<file path="src/sv/tre_pkg.sv">
// Shared types and constants of the TGA run-length packet encoder.
// No dependencies; every other file of the block imports this package.
package tre_pkg;

   localparam int RAW_BUFFER_DEPTH = 128;
   localparam int RAW_IDX_W        = $clog2(RAW_BUFFER_DEPTH);
   localparam int RAW_ROWS         = RAW_BUFFER_DEPTH / 4;
   localparam int RAW_ROW_W        = $clog2(RAW_ROWS);
   localparam int QUEUE_DEPTH      = 4;
   localparam int QUEUE_PTR_W      = $clog2(QUEUE_DEPTH);
   localparam int QUEUE_CNT_W      = QUEUE_PTR_W + 1;

   localparam logic [6:0] PACKET_LIMIT = 7'd127;
   localparam logic [7:0] RUN_FLAG     = 8'b1000_0000;

   localparam logic [1:0] CSR_ROW_WIDTH    = 2'd0;
   localparam logic [1:0] CSR_IMAGE_HEIGHT = 2'd1;

   // One packet to be sent. A raw packet holds buf_cnt buffered pixels,
   // optionally followed by the pixel field as its tail.
   typedef struct packed {
      logic                 is_run;
      logic [RAW_IDX_W-1:0] buf_cnt;
      logic                 has_tail;
      logic [31:0]          pixel;
      logic [6:0]           run_len;
      logic                 final_pkt;
      logic                 last_item;
   } cmd_type;

   typedef struct packed {
      logic                 en;
      logic [RAW_IDX_W-1:0] addr;
      logic [31:0]          data;
   } buf_wr_type;

endpackage

</file>
<file path="src/sv/tre_cmd_queue.sv">
// Short command queue between the encoder front and back.
// Depends on tre_pkg; takes up to two commands and gives one per cycle while pop is high.
module tre_cmd_queue
   import tre_pkg::*;
(
   input  logic                   clock,
   input  logic                   reset,
   input  logic [1:0]             push_n,
   input  cmd_type                push_first,
   input  cmd_type                push_second,
   input  logic                   pop,
   output cmd_type                head,
   output logic [QUEUE_CNT_W-1:0] count
);

   cmd_type                entry_ff [QUEUE_DEPTH];
   logic [QUEUE_PTR_W-1:0] head_ff, head_in;
   logic [QUEUE_PTR_W-1:0] tail_ff, tail_in;
   logic [QUEUE_CNT_W-1:0] count_ff, count_in;
   logic [QUEUE_PTR_W-1:0] tail_next;

   assign tail_next = tail_ff + 1'b1;
   assign head      = entry_ff[head_ff];
   assign count     = count_ff;

   always_comb begin
      head_in  = head_ff + QUEUE_PTR_W'(pop);
      tail_in  = tail_ff + QUEUE_PTR_W'(push_n);
      count_in = count_ff + QUEUE_CNT_W'(push_n) - QUEUE_CNT_W'(pop);
   end

   always_ff @(posedge clock) begin
      if (reset) begin
         head_ff  <= '0;
         tail_ff  <= '0;
         count_ff <= '0;
      end else begin
         head_ff  <= head_in;
         tail_ff  <= tail_in;
         count_ff <= count_in;
      end
      if (push_n != 2'd0) begin
         entry_ff[tail_ff] <= push_first;
      end
      if (push_n == 2'd2) begin
         entry_ff[tail_next] <= push_second;
      end
   end

endmodule

</file>
<file path="config.mk">
export PLATFORM = sky130hd
export DESIGN_NAME = tre_cmd_queue
export DESIGN_NICKNAME = d
export VERILOG_FILES = /design/src/sv/tre_pkg.sv /design/src/sv/tre_cmd_queue.sv
export SDC_FILE = /design/constraint.sdc
export NUM_CORES = 1
export LEC_CHECK = 0
export ABC_AREA = 0
export BUFFER_PORTS_ARGS = -buffer_cell sky130_fd_sc_hd__buf_2
export CAP_MARGIN = 30
export CORE_ASPECT_RATIO = 0.75
export CORE_MARGIN = 5
export CORE_UTILIZATION = 52
export DETAILED_ROUTE_END_ITERATION = 12
export HOLD_SLACK_MARGIN = 0.02
export PLACE_DENSITY = 0.77
export SYNTH_ARGS = -nofsm -noshare
export SYNTH_HDL_FRONTEND = slang
export SYNTH_SLANG_ARGS = --single-unit
</file>
<file path="constraint.sdc">
create_clock -name clock -period 4.6 [get_ports clock]
set_input_delay 0.46 -clock clock [delete_from_list [all_inputs] [get_ports clock]]
set_output_delay 0.46 -clock clock [all_outputs]
set_load 0.005 [all_outputs]
</file>
### Yosys cells after proc, flatten, opt, wreduce, memory -nomap -nowiden

Memories as Yosys holds them, arrays and structs flattened. A register that Yosys moved wholly into a read port is not among the register bits.
Index checks and enable logic that the tools add are counted.

| word-level totals | value |
|---|---|
| word-level logic and storage cells | 16 |
| memories kept | 1 |
| output and inout port bits | 53 |
| flip-flop bits (word level) | 7 |
| input bits | 105 |
| bits in writable memories | 200 |

| cells by class | value |
|---|---|
| add/sub/neg operators | 5 |
| equal/unequal tests | 1 |
| reduce and logical (&&, ||, !) cells | 1 |
| mux-type cells | 5 |

Memory list:

| name | words | bits a word | read ports | clocked after Yosys merged registers in | write ports | RTL line | text |
|---|---|---|---|---|---|---|---|
| entry_ff | 4 | 50 | 1 | 1 | 2 | tre_cmd_queue.sv:16 | `cmd_type entry_ff [QUEUE_DEPTH];` |

Operator list:

| kind | count |
|---|---|
| 2-to-1 mux 1 bit | 4 |
| adder 3 x 2 -> 3 bit | 1 |
| subtractor 3 x 1 -> 3 bit | 1 |
| adder 2 x 1 -> 2 bit | 1 |
| adder 2 x 1 -> 2 bit (second input constant) | 1 |
| adder 2 bit | 1 |
| equality test 2 bit (second input constant) | 1 |
| 2-to-1 mux 2 bit | 1 |
| nonzero test 2 bit | 1 |

### Longest topological paths before layout

| depth | value |
|---|---|
| word-level depth | 3 |
| depth in mapped cells | 7 |
| mapped depth without buffers | 7 |

### Worst setup path before layout

OpenSTA, ideal clock, no wires.

| timing | value |
|---|---|
| kind | input port to flip-flop |
| start point | input port push_n[1] |
| end point | memory entry_ff[0][0] (netlist name), enable pin |
| slack | -0.171 ns |
| stages | 3 |
| arrival | 4.244 ns |
| path buffers | 1 |
| cell sequence | buf_2 o21bai_1 o21ai_0 |

RTL lines:

| item | RTL line | text |
|---|---|---|
| start, declared | tre_cmd_queue.sv:8 | `input logic [1:0] push_n,` |
| end, declared | tre_cmd_queue.sv:16 |  |

==> flow_summary.yaml <==
drt:
  number_of_nets_still_failing_antenna_checks_after_routing: 0
  drt_pre_antenna_iters: 4
  post_drt_wl_per_cell_um: 24.0
  via_per_inst: 5.92
  route.detailed.drc: 0
  wl_um: 22800
  dr_total_vias: 5632
  drt-initial-drc-count: 404
grt:
  met3_usage: 0.0484
  grt_antenna_before_repair: 6
  grt_start_max_net_pins: 51
  global_route.usage.met2: 0.333
  grt_busiest_layer: "met2"
  first_global_vias: 6067
  gr-usage-all-layers: 0.203
  grt_first_pass_wirelength_um: 34500
  gr-usage-met1: 0.284
  grt_residual_overflow: 0
logic_synthesis:
  synthesis.area_sq_um: 10100
  synth_compound_gate_area_share: 0.00198
  yosys_register_bits: 207
  ys_dominant_reg_cell: "edfxtp_1"
  main_combinational_cell_family_by_area_after_synthesis: "multiplexers"
  syn-num-nets: 637
  cells_after_synth: 526
  post_synth.cell_area_avg_sq_um: 19.3
  synth.area.mux_share: 0.338
  synth.area.top_cells: "edfxtp_1 59%, mux2_2 19%, mux4_2 11%, buf_6 1.8%, mux2_4 1.6%"
  synth.yosys.seq_area_share: 0.607
  synthXorXnorAreaFrac: 0.00531
  post-synth-top-area-cell: "edfxtp_1"
  number_of_synthesized_flops_with_an_enable_pin: 200
  synthDominantCellAreaShare: 0.593
  synth-adder-area-share: 0.00815
  yosys.area_share.simple: 0.0100
  yosysWarnings: 0
  synthDistinctLibCells: 23
  ys_async_sr_fraction: 0
cts:
  max-clock-path-buffers: 3
  htreeDepth: 1
  clkSlewWorstSetupHoldPaths_ns: 0.06
  cts_tree: "built"
  tritoncts.num_buffers: 20
  clock_sinks: 207
  cts-resized-gates: 0
  post_cts_hold_buffer_count: 0
  post-cts-setup-buffers: 0
  cts_root_buffer: "clkbuf_16"
  worst_skew_pair.late_latency_ns: 0.49
final_layout:
  fin_nets: 794
  num-fill-cells: 1413
  final_layout_size_suffix_gt1_frac: 0.634
  multi_input_comb_area_sq_um: 3730
  flow.area_growth_from_synthesis_pct: 16.0
  regArea_sq_um: 6150
floorplanning:
  die_w_um: 171
  core_area_sq_um: 19300
  floorplan.die_area_sq_um: 22400
  num_rows: 44
  pin_count: 158
  start_util: 0.526
  fp.dieH_um: 131
power:
  static_leakage_power_uw: 0.00416
  power-per-cell-area_nw_per_um2: 396
  max-vdd-ir-drop_v: 0.000212
timing:
  max_transition_margin: 0.379
  timing.hold.ws_ns: 0.265
  fin_setup_tns_ns: 0
  period_minus_slack_ns: 2.95
  timing_worst_slew_pin_value_ns: 0.932
  report.final.slew_viol_count: 0
  grt_setup_unrepaired: "false"
  period_share: 0.641
  final_hold_violation_count: 0
  achievable-frequency_mhz: 339
  final.setup_skew_ns: 0.00664
  setup_viol_count_final: 0
worst_setup_path:
  path_class: "reg -> out"
  worstPathMaxFanout: 31
  setup.worst_path.start_class: "flip-flop"
  timing.critical_path.to_type: "primary output"
  worstPathCellList: "buf_4, mux4_2, buf_2"
  worst-endpoint-arrival_ns: 2.49
  worst_r2r_startpoint: "tail_ff[1]"
  cpPeakStageDelay_ns: 0.94
  worst-endpoint-required_ns: 4.14
  timing.critical_path.from: "head_ff[1]"
  cpMaxStageDelayCell: "dfxtp_2"
place:
  gpl.final_weighted_congestion: 0.787
  hpwl_um: 14600
  buffer_ports.inserted: 157
worst_hold_path:
  holdCritPathClass: "in -> reg"
  holdCritStartpoint: "reset"
run:
  max_cap_violations: 0
run_status:
  outcome: "finished, final reports clean"
==> power by group <==
part / internal (uW) / switching [uW] / total [uW]
Clock: 823 / 660 / 1480
Sequential: 2310 / 67.4 / 2380
Combinational: 406 / 388 / 794
Total: 3540 / 1120 / 4650
==> cells in the final DEF (no fill, tap or decap), types with 2 or more instances in the layout <==
| cell type | netlist | layout |
|---|---|---|
| diode_2 | 0 | 2 |
| edfxtp_1 | 200 | 200 |
| mux4_2 | 50 | 50 |
| nor2_4 | 0 | 2 |
| mux2_1 | 14 | 14 |
| clkinv_2 | 0 | 4 |
| dfxtp_1 | 7 | 5 |
| buf_12 | 0 | 2 |
| buf_2 | 14 | 157 |
| inv_1 | 7 | 7 |
| ha_1 | 5 | 5 |
| nor2b_1 | 4 | 4 |
| nor2_1 | 5 | 3 |
| clkinv_1 | 0 | 9 |
| xnor3_1 | 2 | 2 |
| buf_4 | 0 | 10 |
| clkbuf_16 | 0 | 21 |
| mux2_2 | 175 | 175 |
| mux2_4 | 11 | 11 |
==> per-layer routing <==
| metal | share of wire | vias to the layer above | wire length (um) |
|---|---|---|---|
| met5 | 0.0024 | - | 54 |
| met4 | 0.016 | 10 | 355 |
| met3 | 0.080 | 44 | 1820 |
| met2 | 0.48 | 207 | 10900 |
| met1 | 0.43 | 2905 | 9720 |
| li1 | - | 2466 | - |
==> cells by family after synthesis <==
group	count (synthesis)
mux	251
flops	207
buf+inv	43
simple gates	13
fa+ha+maj	6
compound gates	3
xor+xnor	3
==> worst max-delay path: cells and delay by family (launching register included) <==
family	cells	cell delay, ns
flops	1	0.94
buf+inv	2	0.66
mux	1	0.39
==> stage by stage <==
step / setup WS [ns] / power (uW) / util / std cells / instance area, sq um
after floorplan: 1.08 / 2890 / - / 526 / 10100
after global placement: 1.98 / 3180 / 0.576 / 911 / 11100
after detailed placement: 1.92 / 3220 / 0.579 / 914 / 11200
after CTS: 1.60 / 4700 / 0.610 / 949 / 11700
after global routing: 1.57 / 4830 / 0.610 / 950 / 11800
final: 1.65 / 4650 / 0.610 / 951 / 11800
==> layout make-up <==
class,count,area share
Inverter,7,0.00224
Tap cell,253,0.0269
Antenna cell,2,0.000426
Sequential cell,207,0.523
Timing Repair Buffer,171,0.0803
Clock inverter,13,0.00458
Clock buffer,22,0.0450
Multi-Input combinational cell,276,0.317
==> flip-flops by register name, summed over array words and instances (netlist names) <==
signal,flops
count,3
entry_ff,200
head_ff,2
tail_ff,2
==> worst paths after layout <==
kind / cells past startpoint / slack, ns / end
worst min register to register: 2 / 0.62 / count[2]
worst max-delay path: 3 / 1.65 / head[20]
worst max register to register: 3 / 1.99 / entry_ff[3][7]
worst min-delay path: 2 / 0.27 / head_ff[0]
==> cell usage after synthesis, types with 2 or more instances <==
library cell / number
o21bai_1: 2
mux2_2: 175
nor2b_1: 4
nor2_1: 5
mux2_4: 11
inv_1: 7
xnor3_1: 2
mux2_1: 14
buf_6: 16
edfxtp_1: 200
ha_1: 5
mux4_2: 50
buf_2: 14
dfxtp_1: 7
clkbuf_1: 6
Note: power is estimated with default switching activity, not from simulation.
