**src/sv/tre_pkg.sv**
```systemverilog
// Shared types and constants of the TGA run-length packet encoder.
// No dependencies; every other file of the block imports this package.
package tre_pkg;

   localparam int RAW_BUFFER_DEPTH = 128;
   localparam int RAW_IDX_W        = $clog2(RAW_BUFFER_DEPTH);
   localparam int RAW_ROWS         = RAW_BUFFER_DEPTH / 4;
   localparam int RAW_ROW_W        = $clog2(RAW_ROWS);
   localparam int QUEUE_DEPTH      = 4;
   localparam int QUEUE_PTR_W      = $clog2(QUEUE_DEPTH);
   localparam int QUEUE_CNT_W      = QUEUE_PTR_W + 1;

   localparam logic [6:0] PACKET_LIMIT = 7'd127;
   localparam logic [7:0] RUN_FLAG     = 8'b1000_0000;

   localparam logic [1:0] CSR_ROW_WIDTH    = 2'd0;
   localparam logic [1:0] CSR_IMAGE_HEIGHT = 2'd1;

   // One packet to be sent. A raw packet holds buf_cnt buffered pixels,
   // optionally followed by the pixel field as its tail.
   typedef struct packed {
      logic                 is_run;
      logic [RAW_IDX_W-1:0] buf_cnt;
      logic                 has_tail;
      logic [31:0]          pixel;
      logic [6:0]           run_len;
      logic                 final_pkt;
      logic                 last_item;
   } cmd_type;

   typedef struct packed {
      logic                 en;
      logic [RAW_IDX_W-1:0] addr;
      logic [31:0]          data;
   } buf_wr_type;

endpackage

```
**src/sv/tre_back.sv**
```systemverilog
// Encoder back: holds the raw pixel buffer, takes queued packet commands
// and sends them as results of up to four pixels. Depends on tre_pkg.
module tre_back
   import tre_pkg::*;
(
   input  logic                   clock,
   input  logic                   reset,
   input  buf_wr_type             buf_wr,
   input  cmd_type                head,
   input  logic [QUEUE_CNT_W-1:0] q_count,
   output logic                   pop,
   output logic                   raw_done,
   input  logic                   rsp_stall,
   output logic                   rsp_valid,
   output logic                   rsp_has_header,
   output logic [7:0]             rsp_header_byte,
   output logic [2:0]             rsp_pixel_count,
   output logic [31:0]            rsp_pixel_slot_0,
   output logic [31:0]            rsp_pixel_slot_1,
   output logic [31:0]            rsp_pixel_slot_2,
   output logic [31:0]            rsp_pixel_slot_3,
   output logic                   rsp_packet_end,
   output logic                   rsp_image_end,
   output logic                   rsp_last_of_item
);

   typedef enum logic [1:0] {S_IDLE, S_RUN, S_READ, S_OUT} state_type;

   // Four lanes, one pixel of each row of four per lane.
   logic [31:0] buf_mem [4][RAW_ROWS];

   state_type            state_ff;
   cmd_type              cur_ff;
   logic [RAW_ROW_W-1:0] row_ff;
   logic [31:0]          rd_ff [4];
   logic                 valid_ff, has_hdr_ff, pend_ff, iend_ff, last_ff;
   logic [7:0]           hdr_ff;
   logic [2:0]           cnt_ff;
   logic [31:0]          slot_ff [4];

   logic        out_free;
   logic        emit;
   logic [7:0]  total, base, remain;
   logic [2:0]  cnt;
   logic        done;
   logic [31:0] slot [4];

   assign out_free = !valid_ff || !rsp_stall;
   assign emit     = out_free && ((state_ff == S_RUN) || (state_ff == S_OUT));
   assign total    = 8'(cur_ff.buf_cnt) + 8'(cur_ff.has_tail);
   assign base     = {1'b0, row_ff, 2'b00};
   assign remain   = total - base;
   assign done     = (remain <= 8'd4);
   assign cnt      = done ? remain[2:0] : 3'd4;
   assign pop      = (state_ff == S_IDLE) && (q_count != '0);
   assign raw_done = (state_ff == S_OUT) && out_free && done;

   always_comb begin
      for (int k = 0; k < 4; k++) begin
         if (3'(k) >= cnt) begin
            slot[k] = '0;
         end else if (8'(cur_ff.buf_cnt) > base + 8'(k)) begin
            slot[k] = rd_ff[k];
         end else begin
            slot[k] = cur_ff.pixel;
         end
      end
   end

   always_ff @(posedge clock) begin
      if (buf_wr.en) begin
         buf_mem[buf_wr.addr[1:0]][buf_wr.addr[RAW_IDX_W-1:2]] <= buf_wr.data;
      end
      if (state_ff == S_READ) begin
         for (int k = 0; k < 4; k++) begin
            rd_ff[k] <= buf_mem[k][row_ff];
         end
      end
   end

   always_ff @(posedge clock) begin
      if (reset) begin
         state_ff <= S_IDLE;
         valid_ff <= 1'b0;
      end else begin
         if (valid_ff && !rsp_stall && !emit) begin
            valid_ff <= 1'b0;
         end
         case (state_ff)
            S_IDLE: begin
               if (pop) begin
                  cur_ff   <= head;
                  row_ff   <= '0;
                  state_ff <= head.is_run ? S_RUN : S_READ;
               end
            end
            S_RUN: begin
               if (out_free) begin
                  valid_ff   <= 1'b1;
                  has_hdr_ff <= 1'b1;
                  hdr_ff     <= RUN_FLAG | {1'b0, cur_ff.run_len - 7'd1};
                  cnt_ff     <= 3'd1;
                  slot_ff[0] <= cur_ff.pixel;
                  slot_ff[1] <= '0;
                  slot_ff[2] <= '0;
                  slot_ff[3] <= '0;
                  pend_ff    <= 1'b1;
                  iend_ff    <= cur_ff.final_pkt;
                  last_ff    <= cur_ff.last_item;
                  state_ff   <= S_IDLE;
               end
            end
            S_READ: begin
               state_ff <= S_OUT;
            end
            S_OUT: begin
               if (out_free) begin
                  valid_ff   <= 1'b1;
                  has_hdr_ff <= (row_ff == '0);
                  hdr_ff     <= (row_ff == '0) ? total - 8'd1 : 8'd0;
                  cnt_ff     <= cnt;
                  for (int k = 0; k < 4; k++) begin
                     slot_ff[k] <= slot[k];
                  end
                  pend_ff    <= done;
                  iend_ff    <= done && cur_ff.final_pkt;
                  last_ff    <= done && cur_ff.last_item;
                  row_ff     <= row_ff + 1'b1;
                  state_ff   <= done ? S_IDLE : S_READ;
               end
            end
            default: begin
               state_ff <= S_IDLE;
            end
         endcase
      end
   end

   assign rsp_valid        = valid_ff;
   assign rsp_has_header   = has_hdr_ff;
   assign rsp_header_byte  = hdr_ff;
   assign rsp_pixel_count  = cnt_ff;
   assign rsp_pixel_slot_0 = slot_ff[0];
   assign rsp_pixel_slot_1 = slot_ff[1];
   assign rsp_pixel_slot_2 = slot_ff[2];
   assign rsp_pixel_slot_3 = slot_ff[3];
   assign rsp_packet_end   = pend_ff;
   assign rsp_image_end    = iend_ff;
   assign rsp_last_of_item = last_ff;

endmodule

```
**config.mk**
```make
export PLATFORM = sky130hd
export DESIGN_NAME = tre_back
export DESIGN_NICKNAME = d
export VERILOG_FILES = /design/src/sv/tre_pkg.sv /design/src/sv/tre_back.sv
export SDC_FILE = /design/constraint.sdc
export NUM_CORES = 2
export LEC_CHECK = 0
export BUFFER_PORTS_ARGS = -buffer_cell sky130_fd_sc_hd__buf_2
export CAP_MARGIN = 5
export CORE_UTILIZATION = 30
export CTS_BUF_LIST = sky130_fd_sc_hd__clkbuf_16
export CTS_CLUSTER_SIZE = 40
export DETAILED_ROUTE_END_ITERATION = 10
export GPL_ROUTABILITY_DRIVEN = 0
export SLEW_MARGIN = 20
export SYNTH_ARGS = -nofsm -noshare
export SYNTH_HDL_FRONTEND = slang
export SYNTH_MEMORY_MAX_BITS = 65536
export SYNTH_SLANG_ARGS = --single-unit
```
**constraint.sdc**
```tcl
create_clock -name clock -period 21.1 [get_ports clock]
set_input_delay 1.055 -clock clock [delete_from_list [all_inputs] [get_ports clock]]
set_output_delay 1.055 -clock clock [all_outputs]
set_load 0.03 [all_outputs]
```
==> Word-level counts from Yosys, hierarchy flattened <==
Memory sizes are Yosys's and may differ from the RTL's.
Index checks and enable logic that the tools add are counted.
{ "totals": {"reg_bits": 72, "ram_bits": 4352, "input_bits": 96, "elab_cells": 143, "n_memories": 3} }
{ "op_classes": {"add_sub_neg": 8, "magnitude_cmp": 12, "eq_ne": 6, "n_mux": 68, "bitwise": 7, "n_reduce_logical": 24} }
{ "memory_table": {"columns": ["name", "depth", "width", "rd", "rd_ports_with_merged_regs", "write_ports", "line", "text"], "rows": [
  ["buf_mem", 4, 1024, 4, 0, 1, "tre_back.sv:30", "logic [31:0] buf_mem [4][RAW_ROWS];"],
  ["rd_ff", 4, 32, 4, 0, 4, "tre_back.sv:35", "logic [31:0] rd_ff [4];"],
  ["slot_ff", 4, 32, 4, 0, 4, "tre_back.sv:39", "logic [31:0] slot_ff [4];"]
]} }
{ "ops": {"columns": ["op", "count"], "rows": [
  ["$mux W1024", 1],
  ["$mux W32", 21],
  ["$bmux W32 S5", 4],
  ["$demux W32 S5", 1],
  ["$gt A7 B8 Y1", 3],
  ["$mux W8", 3],
  ["$mux W1", 20],
  ["$add A7 B2 Y8 const B", 2],
  ["$pmux W8 S2", 1],
  ["$ge A6 B6 Y1 const B", 2],
  ["$not A5 Y6", 2],
  ["$mux W2", 5],
  ["$mux W5", 2],
  ["$pmux W5 S2", 1],
  ["$logic_and A1 B1 Y1", 9],
  ["$mux W3", 3],
  ["$add A7 B1 Y8", 1],
  ["$add A7 B1 Y8 const B", 1],
  ["$le A8 B3 Y1 const B", 1],
  ["$pmux W1 S2", 4],
  ["$pmux W2 S4", 1],
  ["$reduce_and A4 Y1", 2],
  ["$sub A8 B1 Y8 const B", 1],
  ["$sub A8 B7 Y8", 1],
  ["20 further kinds", 33]
]} }

==> Logic depth before layout (Yosys ltp) <==
{ "logic_depth": {"word_depth": 8, "mapped_depth": 16, "mapped_depth_nobuf": 13} }

==> Worst setup path before layout <==
No wires, ideal clock.
{ "synth_timing": {"path_type": "input to register", "from": "in reset", "to": "mem slot_ff[0][0], enable pin", "setup_ps": 805, "arrival_time_ps": 10585, "t_required_ps": 20295, "setup_slack_ps": 9710, "cell_stages": 2, "n_path_buf": 1, "cell_sequence": "clkbuf_1 > a211oi_1"} }
{ "synth_lines": {"columns": ["item", "line", "text"], "rows": [
  ["start, declared", "tre_back.sv:7", "input logic reset,"],
  ["end, declared", "tre_back.sv:39", null]
]} }

==> Worst setup path in the final report <==
{ "layout_timing": {"from": "reg cur_ff[42] (netlist name)", "to": "out raw_done"} }
{ "layout_between": {"elab_chain_cells": 4} }
{ "layout_rtl": {"columns": ["item", "line", "text"], "rows": [
  ["start, declared", "tre_back.sv:33", "cmd_type cur_ff;"],
  ["start signal, assigned", "tre_back.sv:92", "cur_ff <= head;"],
  ["$add A7 B1 Y8", "tre_back.sv:50", "assign total = 8'(cur_ff.buf_cnt) + 8'(cur_ff.has_tail);"],
  ["$sub A8 B7 Y8", "tre_back.sv:52", "assign remain = total - base;"],
  ["$le A8 B3 Y1", "tre_back.sv:53", "assign done = (remain <= 8'd4);"],
  ["$logic_and A1 B1 Y1", "tre_back.sv:56", "assign raw_done = (state_ff == S_OUT) && out_free && done;"],
  ["end, declared", "tre_back.sv:12", "output logic raw_done,"]
]} }
Every way passes these cells.

==> results.json <==
{
  "status": "completed",
  "hold_class": "in2reg",
  "rows": 274,
  "insertion_delay_ps": 1030,
  "synth_edf_count": 4421,
  "synth_compound_area_frac": 0.004604,
  "synth_top_cells_by_count": "edfxtp_1, mux4_2, nand2_1, nor2_1, clkbuf_1",
  "yosysSeqAreaShare": 0.7895,
  "post_cts_resized": 0,
  "start_util": 0.3016,
  "power_leakage_nw": 59.51,
  "crit_required_ps": 20050,
  "fin_tns_setup_ps": 0,
  "yosys.area_share.simple": 0.01789,
  "final_nets": 7732,
  "cts_sinks": 4424,
  "finalHoldViolCount": 0,
  "synthCells": 7065,
  "cp_max_fo": 7,
  "syn_area_um2": 168200,
  "fp.coreArea_um2": 557800,
  "start_kind": "register",
  "dpl-instance-area_um2": 180400,
  "max_slew_margin": 0.2328,
  "dieArea_um2": 563700,
  "dp.cells": 14650,
  "crit_type": "reg2out",
  "min_path_cells": 1,
  "finalCritPeriodShare": 0.2738,
  "vias": 79960,
  "timing.rr.end": "rd_ff[3][2]$_DFFE_PP_",
  "synthMuxAreaShare": 0.1752,
  "grt_pass1_wl_mm": 656.6,
  "grt-ovfl-total": 0,
  "syn_nets": 7183,
  "reg2reg_slack_ps": 15350,
  "rsz0062_at_grt": "no",
  "ant_nets": 0,
  "peakVddDrop_mv": 0.07803,
  "clk_pin_slew_ps": 60,
  "grt_pass1_vias": 80830,
  "synthTopCellsByArea": "edfxtp_1, mux4_2, nand2_1, nor2_1, clkbuf_1",
  "cp-end-kind": "primary output",
  "yosysTopAreaCellShare": 0.7892,
  "synth_area_per_cell_um2": 23.81,
  "synth_top_family_by_area": "multiplexers",
  "async_flop_share": 0,
  "synth_ff_type": "edfxtp_1",
  "multi_input_area_um2": 34810,
  "cts_hold_buf": 0,
  "synth_area_leader_cell": "edfxtp_1",
  "routed_wl_mm": 477.4,
  "p_per_area_nw_per_um2": 101.0,
  "reg2reg_from": "row_ff[0]$_SDFFCE_PN0P_",
  "area_growth_syn_to_layout_pct": 15.14,
  "drt_iter0_drc": 10410,
  "clockRootBuffer": "clkbuf_16",
  "synth_cell_types": 53,
  "ios": 242,
  "htree_levels": 5,
  "synth_xor_area_frac": 0.001093,
  "ff_latch_area_um2": 132800,
  "cp-startpoint": "cur_ff[42]$_DFFE_PP_",
  "postLayoutSetupSlackWorst_ps": 15320,
  "endpoint": "raw_done",
  "dp_hpwl_mm": 259.5,
  "skew_ps": 81.64,
  "ys_ff_latch": 4424,
  "post_cts_buffers": 0,
  "io_buffers": 241,
  "fin_cells": 15440,
  "cts_tree": "done",
  "drive_gt1_frac": 0.3146,
  "die_y_um": 750.8,
  "grt_usage": 0.1654,
  "post-place-ws_ps": 15100,
  "drv_slew": 0,
  "design_area_um2": 193700,
  "setup_viol_count_final": 0,
  "wl_per_cell_um": 30.92,
  "synth_warnings": 0,
  "crit_arrival_ps": 4720,
  "dr.pass1.iters": 6,
  "die-width_um": 750.8,
  "max_freq_mhz": 173.1,
  "fillerInstances": 50810,
  "tightest_slew_ps": 1151,
  "drc": 0,
  "numCtsBuffers": 412,
  "maxCapViolCount": 0,
  "clock_path_buffers": 4,
  "grt_max_degree": 153,
  "synth.most_common_cell": "edfxtp_1",
  "fin_crit_ps": 5777,
  "antenna_found_initial": 48,
  "viasPerCell": 5.179,
  "reg2reg_depth": 9,
  "synthAdderAreaFrac": 0.001681
}
sequential cells by signal, summed over array words and instances, names as in the netlist:
name              count
rsp_header_byte       8
rsp_pixel_count       3
slot_ff             128
state_ff              2
rsp_packet_end        1
rsp_valid             1
buf_mem            4096
rsp_image_end         1
rsp_last_of_item      1
row_ff                5
cur_ff               49
rd_ff               128
rsp_has_header        1
final cells by class:
type,count,share of cell area
inverter,18,0.0004134
sequential,4424,0.6857
timing repair buffer,497,0.01745
multi-input combinational,2261,0.1797
clock buffer,413,0.05336
antenna,37,0.0004780
tap,7452,0.04814
clock inverter,336,0.01472
cell families (layout without fill, tap and decap cells):
group / count (synthesis) / count (layout)
XOR/XNOR: 21 / 21
AND/OR/NAND/NOR: 762 / 762
AO/OA/AOI/OAI: 111 / 111
adder cells (fa/ha/maj): 22 / 22
multiplexers: 1345 / 1345
buffers and inverters: 380 / 1264
flip-flops: 4424 / 4424
other: 0 / 37
per-stage QoR:
stage	utilization	hold slack, ps	total power [W]
finish	0.3473	201.9	0.01956
global route	0.3471	164.2	0.02011
CTS	0.3470	120.3	0.01971
detailed placement	0.3233	527.7	0.01245
global placement	0.3233	511.4	0.01241
floorplan	-	496.7	0.01155
power breakdown:
part	switching (W)	internal [W]	leakage (nW)
combinational	0.00137	0.000954	12.9
clock	0.00330	0.00403	6.71
sequential	0.0000763	0.00984	39.9
total	0.00475	0.0148	59.5
worst min path at each step:
stage / start / endpoint
floorplan: cur_ff[1]$_DFFE_PP_ / rsp_image_end$_DFFE_PP_
global placement: state_ff[0]$_SDFFE_PP0P_ / state_ff[0]$_SDFFE_PP0P_
detailed placement: cur_ff[1]$_DFFE_PP_ / rsp_image_end$_DFFE_PP_
CTS: head[5] / cur_ff[5]$_DFFE_PP_
global route: head[7] / cur_ff[7]$_DFFE_PP_
finish: head[7] / cur_ff[7]$_DFFE_PP_
critical path, cell delays in order (launching register included):
cell      delay (ps)
edfxtp_1         700
ha_1             380
nand3_2          150
nor2_1           250
xnor2_1          230
inv_1             80
ha_1             350
a21o_1           220
a21o_1           190
o21a_1           210
nor4_4           320
nand2_2          200
nor2_1           180
buf_2            230
routing by layer:
| metal | global-route usage | up-vias | share of wire |
|---|---|---|---|
| met3 | 0.02804 | 749 | 0.086 |
| li1 | - | 31120 | - |
| met5 | 0 | - | 0.000023 |
| met4 | 0.05738 | 2 | 0.040 |
| met2 | 0.2775 | 4135 | 0.49 |
| met1 | 0.2179 | 43950 | 0.38 |
layout by cell type (no fill, tap or decap), types with 20 or more instances in the layout:
cell / synthesis / routed
clkbuf_16: 0 / 413
bufinv_16: 0 / 37
buf_4: 0 / 272
inv_1: 17 / 85
nand2_1: 502 / 500
diode_2: 0 / 37
clkinv_1: 0 / 108
nor2_1: 209 / 81
mux2i_1: 65 / 65
a22o_1: 32 / 32
ha_1: 21 / 20
a21oi_1: 42 / 40
edfxtp_1: 4421 / 4421
mux4_2: 1280 / 1280
nor2_4: 0 / 128
buf_2: 128 / 209
clkinv_2: 0 / 73
No activity file was read; power rests on OpenSTA's default activity.
