==> src/sv/tre_pkg.sv <==
// Shared types and constants of the TGA run-length packet encoder.
// No dependencies; every other file of the block imports this package.
package tre_pkg;

   localparam int RAW_BUFFER_DEPTH = 128;
   localparam int RAW_IDX_W        = $clog2(RAW_BUFFER_DEPTH);
   localparam int RAW_ROWS         = RAW_BUFFER_DEPTH / 4;
   localparam int RAW_ROW_W        = $clog2(RAW_ROWS);
   localparam int QUEUE_DEPTH      = 4;
   localparam int QUEUE_PTR_W      = $clog2(QUEUE_DEPTH);
   localparam int QUEUE_CNT_W      = QUEUE_PTR_W + 1;

   localparam logic [6:0] PACKET_LIMIT = 7'd127;
   localparam logic [7:0] RUN_FLAG     = 8'b1000_0000;

   localparam logic [1:0] CSR_ROW_WIDTH    = 2'd0;
   localparam logic [1:0] CSR_IMAGE_HEIGHT = 2'd1;

   // One packet to be sent. A raw packet holds buf_cnt buffered pixels,
   // optionally followed by the pixel field as its tail.
   typedef struct packed {
      logic                 is_run;
      logic [RAW_IDX_W-1:0] buf_cnt;
      logic                 has_tail;
      logic [31:0]          pixel;
      logic [6:0]           run_len;
      logic                 final_pkt;
      logic                 last_item;
   } cmd_type;

   typedef struct packed {
      logic                 en;
      logic [RAW_IDX_W-1:0] addr;
      logic [31:0]          data;
   } buf_wr_type;

endpackage

==> src/sv/tre_front.sv <==
// Encoder front: accepts pixels, tracks runs, raw fill and row position,
// writes raw pixels and queues packet commands. Depends on tre_pkg.
module tre_front
   import tre_pkg::*;
(
   input  logic                   clock,
   input  logic                   reset,
   input  logic                   req_valid,
   output logic                   req_stall,
   input  logic [7:0]             req_red,
   input  logic [7:0]             req_green,
   input  logic [7:0]             req_blue,
   input  logic [7:0]             req_alpha,
   input  logic                   csr_write_enable,
   input  logic [1:0]             csr_index,
   input  logic [15:0]            csr_write_data,
   input  logic [QUEUE_CNT_W-1:0] q_count,
   input  logic                   raw_done,
   output logic [1:0]             push_n,
   output cmd_type                push_first,
   output cmd_type                push_second,
   output buf_wr_type             buf_wr
);

   typedef enum logic [1:0] {M_IDLE, M_PEND, M_RUN, M_RAW} mode_type;

   mode_type             mode_ff, mode_in;
   logic [31:0]          held_ff, held_in;
   logic [RAW_IDX_W-1:0] fill_ff, fill_in;
   logic [6:0]           run_ff, run_in;
   logic [15:0]          col_ff, col_in;
   logic [15:0]          row_ff, row_in;
   logic [15:0]          row_width_ff, image_height_ff;
   logic [1:0]           raw_out_ff, raw_out_in;

   logic        accept, eq, last_col, last_row;
   logic [31:0] pix;
   logic [16:0] eff_w, eff_h;
   logic        a_v, b_v;
   cmd_type     cmd_a, cmd_b;

   assign pix      = {req_alpha, req_blue, req_green, req_red};
   assign eq       = (held_ff == pix);
   assign eff_w    = {row_width_ff == 16'd0, row_width_ff};
   assign eff_h    = {image_height_ff == 16'd0, image_height_ff};
   assign last_col = ({1'b0, col_ff} + 17'd1) >= eff_w;
   assign last_row = ({1'b0, row_ff} + 17'd1) >= eff_h;

   // Stall while a raw packet drains (one shared buffer) or the queue lacks room.
   assign req_stall = (raw_out_ff != 2'd0) ||
                      (q_count > QUEUE_CNT_W'(QUEUE_DEPTH - 2));
   assign accept    = req_valid && !req_stall;

   always_comb begin
      mode_in = mode_ff;
      held_in = held_ff;
      fill_in = fill_ff;
      run_in  = run_ff;
      buf_wr  = '{en: 1'b0, addr: fill_ff, data: held_ff};
      a_v     = 1'b0;
      b_v     = 1'b0;
      cmd_a   = '{is_run: 1'b1, buf_cnt: fill_ff, has_tail: 1'b0, pixel: held_ff,
                  run_len: run_ff, final_pkt: 1'b0, last_item: !last_col};
      cmd_b   = '{is_run: 1'b0, buf_cnt: '0, has_tail: 1'b1, pixel: pix,
                  run_len: run_ff, final_pkt: last_row, last_item: 1'b1};

      case (mode_ff)
         M_IDLE: begin
            held_in = pix;
            mode_in = M_PEND;
         end
         M_PEND: begin
            if (eq) begin
               run_in  = 7'd2;
               mode_in = M_RUN;
            end else begin
               buf_wr.en   = accept;
               buf_wr.addr = '0;
               fill_in     = RAW_IDX_W'(1);
               held_in     = pix;
               mode_in     = M_RAW;
            end
         end
         M_RUN: begin
            if (eq && run_ff < PACKET_LIMIT) begin
               run_in = run_ff + 7'd1;
            end else begin
               a_v     = 1'b1;
               held_in = pix;
               mode_in = M_PEND;
            end
         end
         M_RAW: begin
            if (!eq) begin
               buf_wr.en = accept;
               fill_in   = fill_ff + 1'b1;
               held_in   = pix;
               if (fill_in >= PACKET_LIMIT && !last_col) begin
                  a_v           = 1'b1;
                  cmd_a.is_run  = 1'b0;
                  cmd_a.buf_cnt = fill_in;
                  fill_in       = '0;
                  mode_in       = M_PEND;
               end
            end else begin
               a_v          = 1'b1;
               cmd_a.is_run = 1'b0;
               fill_in      = '0;
               run_in       = 7'd2;
               mode_in      = M_RUN;
            end
         end
         default: begin
            mode_in = M_IDLE;
         end
      endcase

      if (last_col) begin
         b_v           = (mode_in != M_IDLE);
         cmd_b.is_run  = (mode_in == M_RUN);
         cmd_b.buf_cnt = (mode_in == M_RAW) ? fill_in : '0;
         cmd_b.pixel   = held_in;
         cmd_b.run_len = run_in;
         mode_in       = M_IDLE;
         fill_in       = '0;
         run_in        = '0;
      end
   end

   always_comb begin
      push_n      = accept ? (2'(a_v) + 2'(b_v)) : 2'd0;
      push_first  = a_v ? cmd_a : cmd_b;
      push_second = cmd_b;
      raw_out_in  = raw_out_ff - 2'(raw_done);
      if (accept) begin
         raw_out_in = raw_out_in + 2'(a_v && !cmd_a.is_run) + 2'(b_v && !cmd_b.is_run);
      end
   end

   always_ff @(posedge clock) begin
      if (reset) begin
         mode_ff         <= M_IDLE;
         held_ff         <= '0;
         fill_ff         <= '0;
         run_ff          <= '0;
         col_ff          <= '0;
         row_ff          <= '0;
         row_width_ff    <= 16'd1;
         image_height_ff <= 16'd1;
         raw_out_ff      <= '0;
      end else begin
         raw_out_ff <= raw_out_in;
         if (accept) begin
            mode_ff <= mode_in;
            held_ff <= held_in;
            fill_ff <= fill_in;
            run_ff  <= run_in;
            if (last_col) begin
               col_ff <= '0;
               row_ff <= last_row ? 16'd0 : row_ff + 16'd1;
            end else begin
               col_ff <= col_ff + 16'd1;
            end
         end
         if (csr_write_enable && csr_index == CSR_ROW_WIDTH) begin
            row_width_ff <= csr_write_data;
         end
         if (csr_write_enable && csr_index == CSR_IMAGE_HEIGHT) begin
            image_height_ff <= csr_write_data;
         end
      end
   end

endmodule

==> config.mk <==
export PLATFORM = sky130hd
export DESIGN_NAME = tre_front
export DESIGN_NICKNAME = d
export VERILOG_FILES = /design/src/sv/tre_pkg.sv /design/src/sv/tre_front.sv
export SDC_FILE = /design/constraint.sdc
export NUM_CORES = 1
export LEC_CHECK = 0
export ABC_CLOCK_PERIOD_IN_PS = 5900
export BUFFER_PORTS_ARGS = -buffer_cell sky130_fd_sc_hd__buf_2
export CORE_ASPECT_RATIO = 0.5
export CORE_MARGIN = 8
export CORE_UTILIZATION = 54
export DETAILED_ROUTE_END_ITERATION = 7
export PLACE_DENSITY = 0.78
export SYNTH_ARGS = -nofsm -noshare
export SYNTH_HDL_FRONTEND = slang
export SYNTH_SLANG_ARGS = --single-unit
==> constraint.sdc <==
create_clock -name clock -period 5.9 [get_ports clock]
set_clock_uncertainty 0.15 [all_clocks]
set_input_delay 0.295 -clock clock [delete_from_list [all_inputs] [get_ports clock]]
set_output_delay 0.295 -clock clock [all_outputs]
set_load 0.02 [all_outputs]
-- After elaboration in Yosys (flattened, before gate mapping)
Cells that the tools add are included.
- output and inout bits: 143
- input port bits: 58
- logic and storage cells: 90
- flip-flop bits (word level): 114
- multiplexer cells: 39
- equality and inequality tests: 7
- magnitude comparators: 5
- add/sub/neg operators: 10
- reductions and logical operators: 20
- operators with widths (kind ; count):
    32-bit one-hot mux with 3 select lines ; 1
    7-bit two-way mux ; 10
    32-bit two-way mux ; 2
    50-bit two-way mux ; 1
    39-bit two-way mux ; 1
    16-bit by 1-bit adder with 17-bit output, second input constant ; 2
    17-bit >= comparator ; 2
    16-bit by 1-bit adder with 16-bit output, second input constant ; 2
    32-bit == test ; 1
    16-bit logical NOT ; 2
    16-bit two-way mux ; 2
    8-bit two-way mux ; 4
    7-bit one-hot mux with 2 select lines ; 2
    7-bit by 1-bit adder with 7-bit output, second input constant ; 2
    2-bit two-way mux ; 6
    2-bit == test, second input constant ; 4
    2-bit one-hot mux with 4 select lines ; 1
    7-bit >= comparator, second input constant ; 1
    1-bit logical AND ; 7
    7-bit less-than comparator, second input constant ; 1
    1-bit two-way mux ; 7
    2-bit by 1-bit adder with 2-bit output ; 2
    2-bit by 1-bit == test with 1-bit output, second input constant ; 2
    1-bit logical NOT ; 4
    other kinds (9) ; 12

-- Depth between registers and ports, before layout
- word-level depth: 14
- gate-level depth with buffers: 17
- gate-level depth less buffers: 17

-- Worst setup path after synthesis
Ideal clock, no wire load.
- path type: flip-flop to output port
- start: reg col_ff[0]
- end: out push_first[42] (netlist name)
- stages on the path, launching flop included: 18
- arrival time: 4.137 ns
- slack: 1.318 ns
- cells stage by stage: dfxtp_1 -> ha_1 -> nand3_1 -> nor4_1 -> and2_1 -> nand2_1 -> xnor2_1 -> ha_1 -> a41oi_1 -> and3_1 -> a221oi_1 -> buf_2 -> nor2_1 -> inv_1 -> ha_1 -> a21oi_1 -> nor3_1 -> o21bai_1
- RTL lines (item ; RTL line ; text):
    from (decl) ; tre_front.sv:31 ; logic [15:0] col_ff, col_in;
    from (signal assigned) ; tre_front.sv:162 ; col_ff <= col_ff + 16'd1;
    to (decl) ; tre_front.sv:20 ; output cmd_type push_first,

-- Worst setup path in the final report
- start: reg col_ff[0]
- end: out push_n[0]
- word-level cells in the longest chain between the ends: 11
- elaborated cells between the ends (all ways): 14
- those cells by class: add/sub (2); order compare (1); mux (8); reduce/logical (3)
- ends and longest elaborated chain (item ; RTL line ; text):
    16-bit by 1-bit adder with 17-bit output (*) ; tre_front.sv:46 ; assign last_col = ({1'b0, col_ff} + 17'd1) >= eff_w;
    17-bit >= comparator (*) ; tre_front.sv:46 ;
    1-bit logical NOT ; tre_front.sv:98 ; if (fill_in >= PACKET_LIMIT && !last_col) begin
    1-bit logical AND ; tre_front.sv:98 ;
    2-bit two-way mux ; tre_front.sv:98 ;
    2-bit two-way mux ; tre_front.sv:94 ; if (!eq) begin
    2-bit one-hot mux with 4 select lines ; tre_front.sv:67 ; case (mode_ff)
    2-bit nonzero test ; tre_front.sv:119 ; b_v = (mode_in != M_IDLE);
    1-bit two-way mux ; tre_front.sv:118 ; if (last_col) begin
    1-bit by 1-bit adder with 2-bit output (*) ; tre_front.sv:131 ; push_n = accept ? (2'(a_v) + 2'(b_v)) : 2'd0;
    2-bit two-way mux (*) ; tre_front.sv:131 ;
    to (decl) ; tre_front.sv:19 ; output logic [1:0] push_n,
Every way passes the cells marked *; elsewhere a longest branch is shown, timed or not.

==> impl_metrics.json <==
{
  "place.gp.congestion": 0.896,
  "grt.overflow.total": 0,
  "timing.final.max_slew_violations": 0,
  "die_h_um": 101,
  "vias": 7879,
  "switchingPower_uw": 654,
  "die_area_um2": 19000,
  "nets": 1273,
  "hold_path.class": "in2reg",
  "tightestPinTransition_ps": 1090,
  "fin_hold_ws_ps": 7.82,
  "diodes": 0,
  "fin_crit_sh_pct": 93.8,
  "core_area_um2": 14400,
  "die_w_um": 187,
  "max_stage_delay_ps": 510,
  "end_kind": "output port",
  "fmax_mhz": 181,
  "cp-start-kind": "flip-flop",
  "clk_path_buf_depth": 2,
  "netlist_area_um2": 7880,
  "fin_crit_ps": 5530,
  "start_util_pct": 54.9,
  "cpMaxStageDelayCell": "nor4_2",
  "track_usage_pct": 24.3,
  "fin_tns_setup_ps": 0,
  "critPathKind": "reg2out",
  "antenna_found_initial": 0,
  "grt_max_degree": 91,
  "grt_pass1_wl_um": 38400,
  "swShare_pct": 29.0,
  "cellLeakagePower_nw": 4.10,
  "p_per_area_nw_per_um2": 239,
  "yosysSeqAreaShare_pct": 28.9,
  "routed_wl_um": 23400,
  "io_pins": 201,
  "hpwlAfterDp_um": 16700,
  "yosysWarnings": 0,
  "cp.arrival_ps": 5090,
  "synthFlopType": "dfxtp_1",
  "syn_avg_cell_area_um2": 7.62,
  "portBuffers": 198,
  "worstPathRequired_ps": 5450,
  "drtPass1Iterations": 7,
  "ctsRootBufferMaster": "clkbuf_16",
  "ys_types": 79,
  "clk_pin_slew_ps": 50,
  "critical_path.cell_chain": "ha_1 -> nand3_1 -> nor4_2 -> and2_1 -> nand4_1 -> xnor2_1 -> ha_1 -> a21oi_1 -> o21ai_1 -> buf_4 -> inv_1 -> nand4b_1 -> o211ai_2 -> nand2_2 -> inv_2 -> ha_1 -> and3_1 -> buf_2",
  "ys_seq_elements": 114,
  "critPathBufInv": 4,
  "drc": 0,
  "drv_cap": 0,
  "slew_headroom_pct": 27.1,
  "pwr-share-comb_pct": 17.5,
  "crit_family": "simple AND/OR/NAND/NOR gates",
  "synth-edff-count": 0,
  "outcome": "complete, no violations",
  "grt_pass1_vias": 7915,
  "vias_per_cell": 5.70,
  "htreeDepth": 4,
  "final_antenna_net_count": 0,
  "clock-sinks": 114,
  "p_clk_share_pct": 46.3,
  "cts_buffers": 17,
  "crit_top_cell": "ha_1",
  "cts_tree": "yes",
  "intPower_mw": 1.61,
  "rows": 31,
  "setup_viol": 0,
  "hold_viol_final": 0,
  "crit_fanout": 17,
  "postSynthCellCount": 1034,
  "postSynth.asyncResetShare_pct": 0,
  "pwr-share-seq_pct": 36.2,
  "first_iter_violations": 709,
  "area_delta_synth_final_pct": 20.1,
  "drive_above_1_share_pct": 25.2,
  "clock_insertion_delay_worst_skew_ps": 420,
  "routedWlPerCell_um": 16.9,
  "rsz0062_at_grt": "no",
  "vdd_drop_max_mv": 0.212
}
## worst paths after layout
check                                      from              end  slack, ps  cells past startpoint
worst max-delay path                  col_ff[0]        push_n[0]        370                     18
worst min-delay path                 req_red[1]       held_ff[1]          8                      3
worst max register to register        col_ff[0]    raw_out_ff[1]        830                     17
worst min register to register  row_width_ff[3]  row_width_ff[3]        330                      2
## through the flow
| stage | area, um2 | std cells | total power [mW] | util [%] | setup slack [ps] |
|---|---|---|---|---|---|
| final | 9470 | 1383 | 2.26 | 66.0 | 366 |
| after global routing | 9470 | 1383 | 2.35 | 66.0 | 70.6 |
| after CTS | 9450 | 1383 | 2.27 | 65.9 | 189 |
| after detailed placement | 8590 | 1324 | 1.21 | 59.9 | 569 |
| after global placement | 8590 | 1324 | 1.20 | 59.9 | 864 |
| after floorplan | 7890 | 1035 | 1.10 | - | 1320 |
## cells in the mapped netlist (all sizes together), types with 5 or more instances
library cell  number  area (um2)
and3              11        70.1
ha                42         526
and2              11        68.8
a31oi             10        62.6
o21ai             33         165
o22ai              5        31.3
nand3b            10        75.1
nor2              39         149
mux2              36         405
xnor2             14         123
a21oi            106         531
nand2b             7        43.8
or3                8        55.1
o2bb2ai            8        70.1
buf               47         344
dfxtp            114        2280
nand3             28         140
nor3              20         110
a2111o             5        56.3
nor4              23         150
a21o               7        52.6
xor2              46         403
clkbuf            73         309
a22o              11        96.3
nand2            193         724
nand4             12        75.1
o31ai              5        37.5
inv               50         188
## cells by family after synthesis
group,share of synthesized area (%)
multiplexers,5.52
other,0.0476
buffers and inverters,10.7
AO/OA/AOI/OAI,18.5
adder cells (fa/ha/maj),6.92
AND/OR/NAND/NOR,22.7
flip-flops,28.9
XOR/XNOR,6.67
## flip-flops by register name (all words and copies together), names as in the netlist
name	count
run_ff	7
raw_out_ff	2
row_ff	16
image_height_ff	16
col_ff	16
row_width_ff	16
held_ff	32
fill_ff	7
mode_ff	2
## tightest hold or removal path, cell delays in order
cell and delay (ps):
buf_2 120, nand2_1 50, a21oi_1 50
## routing by layer
| layer | wire length (um) | track usage (%) | up-vias |
|---|---|---|---|
| li1 | - | - | 3835 |
| met1 | 10000 | 29.2 | 3646 |
| met2 | 11100 | 41.5 | 349 |
| met3 | 1790 | 6.67 | 49 |
| met4 | 511 | 9.22 | 0 |
| met5 | 0 | 0 | - |
## power by group through the flow
| stage | logic [mW] | clock network (mW) | registers [mW] |
|---|---|---|---|
| final | 0.395 | 1.05 | 0.818 |
| after floorplan | 0.271 | 0 | 0.826 |
| after global placement | 0.364 | 0 | 0.832 |
| after detailed placement | 0.373 | 0 | 0.833 |
| after CTS | 0.391 | 1.06 | 0.817 |
| after global routing | 0.429 | 1.10 | 0.821 |
## placed cells by master (no fill, tap or decap), types with 10 or more instances in the layout
cell type / n
buf_4: 12
nor4_1: 21
buf_2: 198
mux2_2: 34
nand2_1: 191
a31oi_1: 10
dfxtp_1: 114
clkbuf_16: 17
dlygate4sd3_1: 27
a21oi_1: 106
inv_1: 48
xnor2_1: 14
nor3_1: 18
a22o_1: 11
nand3_1: 28
nor2_1: 38
and2_1: 11
nand4_1: 12
nand3b_1: 10
and3_1: 10
ha_1: 42
o21ai_0: 30
xor2_1: 46
## repair_timing
action                                  CTS  global route
resized for setup                         0             2
buffers inserted                          0             0
hold buffers                             27             0
endpoints found under the setup margin    0            42
endpoints found under the hold margin    36             0
## layout make-up
cell class	count	area, um2
Fill cell	1261	4880
Multi-Input combinational cell	750	4790
Sequential cell	114	2280
Timing Repair Buffer	238	1370
Clock buffer	22	454
Tap cell	198	248
Inverter	51	191
Clock inverter	10	134
Power figures use the tool's default switching activity.
